===== src/hdl/hrfp_pkg.sv =====
// Shared types, constants and helpers for the H.264 RTP FU-A packetizer.
// No dependencies.
package hrfp_pkg;

	localparam int LENGTH_BITS_DEF = 20;
	localparam int MIN_UNIT = 4;

	localparam logic [4:0] FU_A_TYPE = 5'd28;
	localparam logic [7:0] RTP_V2_BYTE = 8'h80;

	localparam logic [31:0] SSRC_RST = 32'd0;
	localparam logic [6:0] PT_RST = 7'd96;
	localparam logic [11:0] MAX_FRAG_RST = 12'd1400;

	typedef enum logic [1:0] {
		CFG_SSRC = 2'd0,
		CFG_PTYPE = 2'd1,
		CFG_MAX_FRAG = 2'd2
	} cfg_idx_t;

	typedef enum logic [3:0] {
		PH_IDLE = 4'b0001,
		PH_START = 4'b0010,
		PH_NALHDR = 4'b0100,
		PH_PAYLOAD = 4'b1000
	} phase_t;

	// burst kinds: error byte, bare payload byte, header+byte, header+FU bytes+byte
	typedef enum logic [2:0] {
		K_NONE = 3'd0,
		K_ERR = 3'd1,
		K_DATA = 3'd2,
		K_HDR = 3'd3,
		K_FU = 3'd4
	} kind_t;

	typedef struct packed {
		kind_t kind;
		logic [7:0] data;
		logic last;
		logic [15:0] seq;
		logic [31:0] ts;
		logic [7:0] fu_ind;
		logic [7:0] fu_hdr;
	} desc_t;

	function automatic logic [3:0] burst_len(input kind_t k);
		logic [3:0] n;
		n = 4'd0;
		case (k)
			K_ERR: n = 4'd1;
			K_DATA: n = 4'd1;
			K_HDR: n = 4'd13;
			K_FU: n = 4'd15;
			default: n = 4'd0;
		endcase
		return n;
	endfunction

endpackage


===== src/hdl/h264_rtp_fu_a_packetizer.sv =====
// Top level of the H.264 RTP FU-A packetizer: config registers, parser, serializer.
// Depends on hrfp_pkg, hrfp_ctrl, hrfp_emit.
//
// Takes one NAL unit byte per transfer (start code included; length and
// timestamp sampled with first_byte) and emits RTP packet bytes one per
// transfer, packet_end on the last byte of each packet. A payload byte is a
// one-byte burst, so payload streams at one byte per clock while out_ready
// stays high. A byte that opens a packet is preceded by its 12-byte RTP
// header, so it ties up the serializer for a 13-byte burst (single packet)
// or a 15-byte burst (FU-A fragment: header, FU indicator, FU header, byte);
// input is held off while that burst drains through the single descriptor
// slot. Start-code and header-only bytes give no output. Config writes are
// taken in any cycle, but are only meant to happen while the block is idle.
module h264_rtp_fu_a_packetizer import hrfp_pkg::*; #(
	parameter int LENGTH_BITS = LENGTH_BITS_DEF
) (
	input logic clk,
	input logic arst_n,
	input logic in_valid,
	output logic in_ready,
	input logic [7:0] data_byte,
	input logic first_byte,
	input logic [19:0] unit_length,
	input logic [31:0] timestamp,
	output logic out_valid,
	input logic out_ready,
	output logic [7:0] out_byte,
	output logic packet_end,
	output logic bad_start_code,
	input logic cfg_valid,
	output logic cfg_ready,
	input logic [1:0] cfg_index,
	input logic [31:0] cfg_data
);

	logic [31:0] ssrc_q;
	logic [6:0] pt_q;
	logic [11:0] max_frag_q;
	desc_t desc;
	logic desc_load, desc_free, in_fire;

	assign cfg_ready = 1'b1;
	assign in_ready = desc_free;
	assign in_fire = in_valid && in_ready;

	always_ff @(posedge clk or negedge arst_n) begin
		if (!arst_n) begin
			ssrc_q <= SSRC_RST;
			pt_q <= PT_RST;
			max_frag_q <= MAX_FRAG_RST;
		end else if (cfg_valid) begin
			case (cfg_idx_t'(cfg_index))
				CFG_SSRC: ssrc_q <= cfg_data;
				CFG_PTYPE: pt_q <= cfg_data[6:0];
				CFG_MAX_FRAG: max_frag_q <= cfg_data[11:0];
				default: ;
			endcase
		end
	end

	hrfp_ctrl #(.LENGTH_BITS(LENGTH_BITS)) u_ctrl (
		.clk(clk),
		.arst_n(arst_n),
		.in_fire(in_fire),
		.data_byte(data_byte),
		.first_byte(first_byte),
		.unit_length(unit_length),
		.timestamp(timestamp),
		.max_frag(max_frag_q),
		.desc(desc),
		.desc_load(desc_load)
	);

	hrfp_emit u_emit (
		.clk(clk),
		.arst_n(arst_n),
		.desc(desc),
		.desc_load(desc_load),
		.desc_free(desc_free),
		.ssrc(ssrc_q),
		.ptype(pt_q),
		.out_valid(out_valid),
		.out_ready(out_ready),
		.out_byte(out_byte),
		.packet_end(packet_end),
		.bad_start_code(bad_start_code)
	);

endmodule


===== src/hdl/hrfp_ctrl.sv =====
// Per-byte unit parser: start code check, fragmentation decisions, sequence count.
// Produces at most one burst descriptor per transfer. Depends on hrfp_pkg.
module hrfp_ctrl import hrfp_pkg::*; #(
	parameter int LENGTH_BITS = LENGTH_BITS_DEF
) (
	input logic clk,
	input logic arst_n,
	input logic in_fire,
	input logic [7:0] data_byte,
	input logic first_byte,
	input logic [19:0] unit_length,
	input logic [31:0] timestamp,
	input logic [11:0] max_frag,
	output desc_t desc,
	output logic desc_load
);

	localparam int LB = LENGTH_BITS;

	logic [15:0] seq_q, seq_n;
	phase_t phase_q, phase_n;
	logic [LB-1:0] rem_q, rem_n;
	logic [11:0] fpos_q, fpos_n;
	logic [7:0] nal_q, nal_n;
	logic [31:0] ts_q, ts_n;
	logic [2:0] sc_q, sc_n;
	logic frag_q, frag_n;
	logic ffrag_q, ffrag_n;

	logic [LB-1:0] len, r, r1;
	logic [11:0] f;
	logic [2:0] k;
	logic rej, done, lastf, endf, big;
	phase_t ph;

	always_comb begin
		seq_n = seq_q;
		phase_n = phase_q;
		rem_n = rem_q;
		fpos_n = fpos_q;
		nal_n = nal_q;
		ts_n = ts_q;
		sc_n = sc_q;
		frag_n = frag_q;
		ffrag_n = ffrag_q;
		desc.kind = K_NONE;
		desc.data = data_byte;
		desc.last = 1'b0;
		desc.seq = seq_q;
		desc.ts = ts_q;
		desc.fu_ind = {nal_q[7:5], FU_A_TYPE};
		desc.fu_hdr = 8'd0;
		len = LB'(unit_length);
		f = (max_frag == 12'd0) ? 12'd1 : max_frag;
		ph = phase_q;
		r = rem_q;
		r1 = '0;
		k = sc_q;
		rej = 1'b0;
		done = 1'b0;
		lastf = 1'b0;
		endf = 1'b0;
		big = 1'b0;
		if (first_byte) begin
			ts_n = timestamp;
			desc.ts = timestamp;
			ffrag_n = 1'b1;
			frag_n = 1'b0;
			fpos_n = '0;
			sc_n = '0;
			k = '0;
			ph = PH_START;
			r = len;
			if (len < LB'(MIN_UNIT)) begin
				rej = 1'b1;
			end else begin
				rem_n = len;
				phase_n = PH_START;
			end
		end
		if (!rej) begin
			if (ph == PH_IDLE || r == '0) begin
				phase_n = PH_IDLE;
			end else begin
				r1 = r - LB'(1);
				rem_n = r1;
				case (ph)
					PH_START: begin
						if (k < 3'd2) begin
							if (data_byte != 8'd0) rej = 1'b1;
							else sc_n = k + 3'd1;
						end else if (k == 3'd2) begin
							if (data_byte == 8'd1) begin
								sc_n = 3'd3;
								done = 1'b1;
							end else if (data_byte == 8'd0) begin
								sc_n = 3'd3;
							end else begin
								rej = 1'b1;
							end
						end else begin
							if (data_byte != 8'd1) rej = 1'b1;
							else begin
								sc_n = 3'd4;
								done = 1'b1;
							end
						end
						if (done) begin
							if (r1 == '0) rej = 1'b1;
							else phase_n = PH_NALHDR;
						end
					end
					PH_NALHDR: begin
						nal_n = data_byte;
						big = ({1'b0, r1} + (LB+1)'(1)) > (LB+1)'(f);
						if (big) begin
							frag_n = 1'b1;
						end else begin
							desc.kind = K_HDR;
							desc.last = (r1 == '0);
						end
						phase_n = PH_PAYLOAD;
					end
					PH_PAYLOAD: begin
						if (frag_q) begin
							endf = (({1'b0, fpos_q} + 13'd1) >= {1'b0, f}) || (r1 == '0);
							desc.last = endf;
							if (fpos_q == 12'd0) begin
								lastf = (({1'b0, r1} + (LB+1)'(1)) <= (LB+1)'(f)) && !ffrag_q;
								desc.kind = K_FU;
								desc.fu_hdr = {ffrag_q, lastf, 1'b0, nal_q[4:0]};
							end else begin
								desc.kind = K_DATA;
							end
							if (endf) begin
								fpos_n = '0;
								ffrag_n = 1'b0;
							end else begin
								fpos_n = fpos_q + 12'd1;
							end
						end else begin
							desc.kind = K_DATA;
							desc.last = (r1 == '0);
						end
					end
					default: phase_n = PH_IDLE;
				endcase
				if (!rej && r1 == '0) phase_n = PH_IDLE;
			end
		end
		if (rej) begin
			phase_n = PH_IDLE;
			rem_n = '0;
			desc.kind = K_ERR;
			desc.data = 8'd0;
			desc.last = 1'b1;
		end
		if (desc.kind == K_HDR || desc.kind == K_FU) seq_n = seq_q + 16'd1;
	end

	assign desc_load = in_fire && (desc.kind != K_NONE);

	always_ff @(posedge clk or negedge arst_n) begin
		if (!arst_n) begin
			seq_q <= '0;
			phase_q <= PH_IDLE;
			rem_q <= '0;
			fpos_q <= '0;
			nal_q <= '0;
			ts_q <= '0;
			sc_q <= '0;
			frag_q <= 1'b0;
			ffrag_q <= 1'b1;
		end else if (in_fire) begin
			seq_q <= seq_n;
			phase_q <= phase_n;
			rem_q <= rem_n;
			fpos_q <= fpos_n;
			nal_q <= nal_n;
			ts_q <= ts_n;
			sc_q <= sc_n;
			frag_q <= frag_n;
			ffrag_q <= ffrag_n;
		end
	end

endmodule


===== src/hdl/hrfp_emit.sv =====
// Burst serializer: holds one descriptor and walks its bytes into the output register.
// Depends on hrfp_pkg.
module hrfp_emit import hrfp_pkg::*; (
	input logic clk,
	input logic arst_n,
	input desc_t desc,
	input logic desc_load,
	output logic desc_free,
	input logic [31:0] ssrc,
	input logic [6:0] ptype,
	output logic out_valid,
	input logic out_ready,
	output logic [7:0] out_byte,
	output logic packet_end,
	output logic bad_start_code
);

	desc_t desc_q;
	logic busy_q;
	logic [3:0] idx_q;
	logic ov_q, end_q, bad_q;
	logic [7:0] byte_q;

	logic push, last;
	logic [7:0] sel;

	assign push = busy_q && (!ov_q || out_ready);
	assign last = (idx_q == burst_len(desc_q.kind) - 4'd1);
	assign desc_free = !busy_q || (push && last);

	always_comb begin
		sel = desc_q.data;
		if (desc_q.kind == K_HDR || desc_q.kind == K_FU) begin
			case (idx_q)
				4'd0: sel = RTP_V2_BYTE;
				4'd1: sel = {1'b0, ptype};
				4'd2: sel = desc_q.seq[15:8];
				4'd3: sel = desc_q.seq[7:0];
				4'd4: sel = desc_q.ts[31:24];
				4'd5: sel = desc_q.ts[23:16];
				4'd6: sel = desc_q.ts[15:8];
				4'd7: sel = desc_q.ts[7:0];
				4'd8: sel = ssrc[31:24];
				4'd9: sel = ssrc[23:16];
				4'd10: sel = ssrc[15:8];
				4'd11: sel = ssrc[7:0];
				4'd12: sel = (desc_q.kind == K_FU) ? desc_q.fu_ind : desc_q.data;
				4'd13: sel = desc_q.fu_hdr;
				default: sel = desc_q.data;
			endcase
		end
	end

	always_ff @(posedge clk or negedge arst_n) begin
		if (!arst_n) begin
			busy_q <= 1'b0;
			idx_q <= '0;
			ov_q <= 1'b0;
		end else begin
			if (desc_load) busy_q <= 1'b1;
			else if (push && last) busy_q <= 1'b0;
			if (push) idx_q <= last ? 4'd0 : idx_q + 4'd1;
			if (push) ov_q <= 1'b1;
			else if (out_ready) ov_q <= 1'b0;
		end
	end

	always_ff @(posedge clk) begin
		if (desc_load) desc_q <= desc;
		if (push) begin
			byte_q <= sel;
			end_q <= last && desc_q.last;
			bad_q <= (desc_q.kind == K_ERR);
		end
	end

	assign out_valid = ov_q;
	assign out_byte = byte_q;
	assign packet_end = end_q;
	assign bad_start_code = bad_q;

`ifndef SYNTHESIS
	a_idx_in_burst: assert property (@(posedge clk) disable iff (!arst_n)
		busy_q |-> idx_q < burst_len(desc_q.kind))
		else $error("burst index past end");
	a_bad_is_end: assert property (@(posedge clk) disable iff (!arst_n)
		ov_q && bad_q |-> end_q && byte_q == 8'd0)
		else $error("error result malformed");
	a_load_when_free: assert property (@(posedge clk) disable iff (!arst_n)
		desc_load |-> desc_free)
		else $error("descriptor overwritten");
	a_new_burst_idx: assert property (@(posedge clk) disable iff (!arst_n)
		desc_load |=> idx_q == 4'd0)
		else $error("burst starts mid-count");
`endif

endmodule

===== config.mk =====
export PLATFORM = sky130hd
export DESIGN_NAME = h264_rtp_fu_a_packetizer
export DESIGN_NICKNAME = d
export VERILOG_FILES = /design/src/hdl/hrfp_pkg.sv /design/src/hdl/h264_rtp_fu_a_packetizer.sv /design/src/hdl/hrfp_ctrl.sv /design/src/hdl/hrfp_emit.sv
export SDC_FILE = /design/constraint.sdc
export NUM_CORES = 1
export LEC_CHECK = 0
export ABC_AREA = 1
export BUFFER_PORTS_ARGS = -buffer_cell sky130_fd_sc_hd__buf_2
export CORE_MARGIN = 10
export CORE_UTILIZATION = 50
export DETAILED_ROUTE_END_ITERATION = 12
export GPL_TIMING_DRIVEN = 0
export HOLD_SLACK_MARGIN = 0.05
export PLACE_DENSITY = 0.69
export SYNTH_ARGS = -nofsm -noshare
export SYNTH_HDL_FRONTEND = slang
export SYNTH_HIERARCHICAL = 1
export SYNTH_SLANG_ARGS = --single-unit

===== constraint.sdc =====
create_clock -name clk -period 7.6 [get_ports clk]
set_clock_uncertainty 0.2 [all_clocks]
set_input_delay 1.52 -clock clk [delete_from_list [all_inputs] [get_ports clk]]
set_output_delay 1.52 -clock clk [all_outputs]
set_load 0.05 [all_outputs]

## Word-level counts from Yosys, hierarchy flattened

Index checks and enable logic that the tools add are counted.

- Equality and inequality tests: 29
- Bitwise gates (word level): 5
- Magnitude comparators: 5
- $add $sub $neg: 8
- Mux-type cells: 88
- Reduce and logical (&&, ||, !) cells: 36

Operators by type and width:

| cell | count |
|---|---|
| 20-bit 2-to-1 mux | 6 |
| 8-bit one-hot mux with 14 select lines | 1 |
| 12-bit 2-to-1 mux | 8 |
| 3-bit 2-to-1 mux | 14 |
| 1-bit 2-to-1 mux | 41 |
| 20-bit zero test | 2 |
| 4-bit 2-to-1 mux | 10 |
| 32-bit 2-to-1 mux | 1 |
| 4-bit equality test (second input constant) | 7 |
| 12-bit zero test | 2 |
| 4-bit one-hot mux with 3 select lines | 2 |
| 20-bit by 1-bit adder with 21-bit output (second input constant) | 1 |
| 21-bit by 12-bit > comparator with 1-bit output | 1 |
| 21-bit by 12-bit less-or-equal comparator with 1-bit output | 1 |
| 4-bit by 3-bit equality test with 1-bit output (second input constant) | 5 |
| 20-bit by 3-bit < comparator with 1-bit output (second input constant) | 1 |
| 20-bit by 1-bit subtractor with 20-bit output (second input constant) | 1 |
| 16-bit by 1-bit adder with 16-bit output (second input constant) | 1 |
| 8-bit 2-to-1 mux | 2 |
| 12-bit by 1-bit adder with 13-bit output (second input constant) | 1 |
| 13-bit by 12-bit >= comparator with 1-bit output | 1 |
| 12-bit by 1-bit adder with 12-bit output (second input constant) | 1 |
| 3-bit by 2-bit equality test with 1-bit output (second input constant) | 4 |
| 4-bit by 2-bit equality test with 1-bit output (second input constant) | 3 |
| 30 further kinds | 54 |

- Logic and storage cells: 197
- Input port bits: 100
- Flip-flop bits (word level): 235
- Output and inout port bits: 13

## Depth between registers and ports, before layout

- Word-level depth: 17
- Depth in mapped cells: 36
- Gate-level depth less buffers: 34

## Hierarchy

Netlist, hierarchy kept.

Modules (own cells, without submodules):

| module | area each (µm²) | times used | cells an instance | sequential area each (µm²) |
|---|---|---|---|---|
| hrfp_ctrl | 8381.8 | 1 | 1255 | 2429.8 |
| hrfp_emit | 4683.2 | 1 | 507 | 2732.6 |
| h264_rtp_fu_a_packetizer | 2114.5 | 1 | 230 | 1286.2 |

## Least setup slack after synthesis

Ideal clock, no wire load.

- Path type: input to register
- From: input port first_byte
- To: register u_emit/desc_q[0] (netlist name), enable pin
- Buffers on the path: 2
- Arrival: 6.232 ns
- Slack: 0.737 ns
- Stages: 33
- Required time: 6.969 ns
- Setup time: 0.431 ns
- Path through: buf_6 -> inv_6 -> buf_12 -> nand2_2 -> nand2_2 -> ha_1 -> nand3_2 -> nand2_1 -> inv_1 -> nor2_1 -> nand2_1 -> nor2_2 -> nand2_1 -> nor2_4 -> xor2_1 -> ha_1 -> nand2_1 -> nor2_1 -> a211oi_1 -> nand2_1 -> nand2_1 -> nand2_1 -> a21oi_1 -> nor2_1 -> a21oi_1 -> nand2_1 -> nor2_2 -> nand4_2 -> nand2_1 -> inv_1 -> nand3_1 -> nand2_1 -> inv_1

RTL lines:

| what | line | RTL |
|---|---|---|
| from (decl) | h264_rtp_fu_a_packetizer.sv:22 | `input logic first_byte,` |
| to (signal assigned) | hrfp_emit.sv:69 | `if (desc_load) desc_q <= desc;` |
| to (decl) | hrfp_emit.sv:18 | `desc_t desc_q;` |

==> impl_metrics.csv <==
group,metric,value,unit
flow_run,drv_cap,0,
cts,clockBufferDepth,3,
worst_setup_path,crit_required,7.63,ns
floorplan,start_util,50.9,%
power,p_clk_share,27.2,%
synthesis,netlist_area,15200,µm²
worst_setup_path,rr_endpoint,"u_emit/desc_q[32]",
cts,h-tree-depth,1,
route,antenna_left,0,
place,gp_congestion,0.970,
worst_setup_path,slowest_stage,"inv_4",
worst_setup_path,cp-end-kind,"flip-flop",
timing,drv_slew,0,
synthesis,synth_warnings,6,
worst_setup_path,r2r_cells,32,
timing,fin_crit_sh,81.9,%
synthesis,ys_seq_elements,240,
power,combPwrFrac,37.7,%
floorplan,die_area,37700,µm²
route,num_vias,13900,
power,p_switching,2.01,mW
route,drt_iter0_drc,1110,
power,p_seq_share,35.1,%
place,io_buffers,108,
timing,period_minus_slack,6.22,ns
timing,grt_setup_unrepaired,"false",
final_layout,finalInstanceArea,17200,µm²
min_path,hold_path.class,"flip-flop to flip-flop",
cts,cts_hold_buf,0,
floorplan,ios,113,
floorplan,rows,63,
global_route,antenna_found_initial,1,
synthesis,synth_ff_type,"dfrtp_1",
cts,clock-sinks,240,
global_route,grt.overflow.total,0,
cts,cts_buffers,27,
worst_setup_path,critPathMaxFanout,41,
min_path,min_path_cells,2,
final_layout,nets,2272,
power,vdd_drop_max,0.215,mV
route,routed_via_density,5.48,
cts,cts.repair.resized,0,
power,switching_share,40.1,%
route,drtPass1Iterations,5,
worst_setup_path,slowest_delay,0.43,ns
final_layout,area_growth,13.3,%
route,wire_per_inst,18.1,µm
power,leakage,8.40,nW
worst_setup_path,crit_path_start_kind,"primary input",
timing,finalSetupViolations,0,
cts,cts_tree,"built",
place,dp_hpwl,35600,µm
power,powerDensity,291,nW/µm²
worst_setup_path,arrival,6.25,ns
cts,clk_latency,0.55,ns
floorplan,die_h,194,µm
power,p_int,3.00,mW
worst_setup_path,ff2ff_setup_slack,2.17,ns
timing,tns,0,ns
final_layout,drive_gt1_share,16.0,%
global_route,grt_max_degree,108,
timing,final_hold_viol_count,0,
place,dpl-instance-area,16300,µm²
min_path,holdPathEnd,"pt_q[5]",
synthesis,ys_seq_area_share,42.5,%
synthesis,synth_cell_types,50,
worst_setup_path,reg2reg_from,"u_ctrl/rem_q[0]",
min_path,min_from,"pt_q[5]",
final_layout,n_fill_cell,2804,
cts,post_cts_buffers,0,
cts,clk_pin_slew,0.06,ns
floorplan,core_area,29800,µm²
worst_setup_path,worstSetupPathType,"primary input to flip-flop",
worst_setup_path,path_common_cell,"nand2_1",
timing,max_freq,161,MHz
timing,worstMarginPinSlew,1.16,ns
synthesis,synth-edff-count,86,
global_route,globalRouteTotalUtil,23.3,%
global_route,grt_pass1_wl,72200,µm
cts,cts_root_buffer,"clkbuf_16",
synthesis,syn-mean-instance-area,7.62,µm²
global_route,grt_pass1_vias,13200,
synthesis,synthCells,1992,
route,drt-total-wl,46100,µm
floorplan,fp.dieW,194,µm
timing,slew-limit-headroom,21.0,%
outcome,status,"complete, no violations",
power,power.total,5.00,mW
synthesis,async_flop_share,64.2,%
route,drc,0,
sequential cells by signal, indices dropped and copies added, names as in the netlist, 8 cells and up:
signal and count:
u_emit/desc_q 76, ssrc_q 32, u_ctrl/ts_q 32, u_ctrl/rem_q 20, u_ctrl/seq_q 16, max_frag_q 12
u_ctrl/fpos_q 12, u_ctrl/nal_q 8, u_emit/out_byte 8
power groups by stage:
stage | clock network (mW) | logic, mW | registers (mW)
global route | 1.44 | 2.09 | 1.79
floorplan | 0 | 1.24 | 1.84
global placement | 0 | 1.81 | 1.77
CTS | 1.39 | 1.85 | 1.76
detailed placement | 0 | 1.84 | 1.78
finish | 1.36 | 1.89 | 1.76
metrics by stage:
stage               util (%)  hold slack (ns)  setup WS (ns)  instances
floorplan                  -            0.242          0.737       1996
global placement        54.4            0.253         -0.509       2494
detailed placement      54.6            0.258          0.900       2496
CTS                     57.7            0.269           1.44       2546
global route            57.7            0.290          0.904       2546
finish                  57.7            0.268           1.38       2547
worst max-delay path by stage:
stage                    start                end  slack [ns]
detailed placement  first_byte  u_emit/desc_q[35]        0.90
CTS                 first_byte  u_emit/desc_q[32]        1.44
finish              first_byte  u_emit/desc_q[32]        1.38
global route        first_byte  u_emit/desc_q[34]        0.90
floorplan           first_byte   u_emit/desc_q[0]        0.74
global placement    first_byte  u_emit/desc_q[33]       -0.51
cells in the mapped netlist, types with 2 or more instances:
| cell | instances | area [µm²] |
|---|---|---|
| nand3_1 | 138 | 691 |
| buf_4 | 25 | 188 |
| nor4_1 | 14 | 87.6 |
| xor2_1 | 21 | 184 |
| ha_1 | 37 | 463 |
| nand2_4 | 12 | 135 |
| o32ai_1 | 10 | 87.6 |
| a21oi_1 | 30 | 150 |
| inv_2 | 19 | 71.3 |
| clkbuf_1 | 27 | 101 |
| buf_2 | 31 | 155 |
| nor2_1 | 166 | 623 |
| dfstp_2 | 10 | 263 |
| nor2_4 | 13 | 146 |
| buf_12 | 2 | 40.0 |
| nand2_2 | 41 | 257 |
| xnor2_1 | 9 | 78.8 |
| o21ai_0 | 126 | 631 |
| conb_1 | 3 | 11.3 |
| nor3_1 | 21 | 105 |
| buf_6 | 11 | 124 |
| nor2_8 | 4 | 80.1 |
| edfxtp_1 | 86 | 2580 |
| nor2_2 | 10 | 62.6 |
| o22ai_1 | 22 | 138 |
| a211oi_1 | 2 | 15.0 |
| nand2_1 | 542 | 2030 |
| o21ai_2 | 3 | 26.3 |
| dfrtp_1 | 144 | 3600 |
| nand4_1 | 106 | 663 |
| nand3_2 | 7 | 70.1 |
| clkinv_1 | 7 | 26.3 |
| o211ai_1 | 25 | 188 |
| o21ai_1 | 11 | 55.1 |
| inv_1 | 242 | 908 |
cells in the final DEF (no fill, tap or decap), types with 4 or more instances in the layout:
| cell type | synthesis | layout |
|---|---|---|
| inv_1 | 242 | 241 |
| conb_1 | 3 | 7 |
| nor2_2 | 10 | 10 |
| nand3_2 | 7 | 7 |
| nor2_4 | 13 | 13 |
| dfrtp_1 | 144 | 144 |
| nand2_2 | 41 | 41 |
| nor3_1 | 21 | 21 |
| o211ai_1 | 25 | 25 |
| nand3_1 | 138 | 138 |
| nor4_1 | 14 | 14 |
| o21ai_1 | 11 | 11 |
| ha_1 | 37 | 37 |
| o21ai_0 | 126 | 126 |
| o22ai_1 | 22 | 22 |
| buf_2 | 31 | 138 |
| inv_2 | 19 | 19 |
| o32ai_1 | 10 | 10 |
| nor2_1 | 166 | 166 |
| nor2_8 | 4 | 4 |
| xor2_1 | 21 | 21 |
| bufinv_16 | 0 | 4 |
| edfxtp_1 | 86 | 86 |
| buf_6 | 11 | 11 |
| clkbuf_16 | 0 | 27 |
| buf_4 | 25 | 25 |
| a21oi_1 | 30 | 30 |
| dfstp_2 | 10 | 10 |
| nand2_1 | 542 | 542 |
| clkinv_1 | 7 | 11 |
| nand2_4 | 12 | 12 |
| nand4_1 | 106 | 106 |
| xnor2_1 | 9 | 9 |
| clkbuf_1 | 27 | 33 |
layer usage:
metal	up-vias	share of wire, %	global-route usage (%)	wire [µm]
li1	6811	-	-	-
met4	0	2.1	5.71	985
met3	71	7.6	4.63	3520
met1	6524	45	32.1	20900
met5	-	0	0	0
met2	543	45	36.6	20700
kinds of logic after synthesis:
kind of cell | after synthesis | synth area share (%)
AND/OR/NAND/NOR | 1079 | 33.0
buffers and inverters | 366 | 10.7
flip-flops | 240 | 42.5
AO/OA/AOI/OAI | 237 | 8.96
adder cells (fa/ha/maj) | 37 | 3.05
XOR/XNOR | 30 | 1.73
other | 3 | 0.0742
layout make-up:
type | instances | area [µm²] | area share, %
inverters | 270 | 1020 | 5.94
clock buffers | 36 | 739 | 4.30
multi-input cells | 1390 | 7120 | 41.4
diodes | 1 | 2.50 | 0.0145
repair buffers | 110 | 598 | 3.48
well taps | 390 | 488 | 2.84
clock inverters | 14 | 179 | 1.04
flip-flops and latches | 240 | 6450 | 37.5
plain buffers | 96 | 608 | 3.53
worst max-delay path, delay by kind of cell:
kind            cells  cell delay, ns
fa+ha+maj           2            0.51
buf+inv             7            1.22
compound gates      3            0.41
xor+xnor            1            0.18
simple gates       21            2.36
Note: power is estimated with default switching activity, not from simulation.
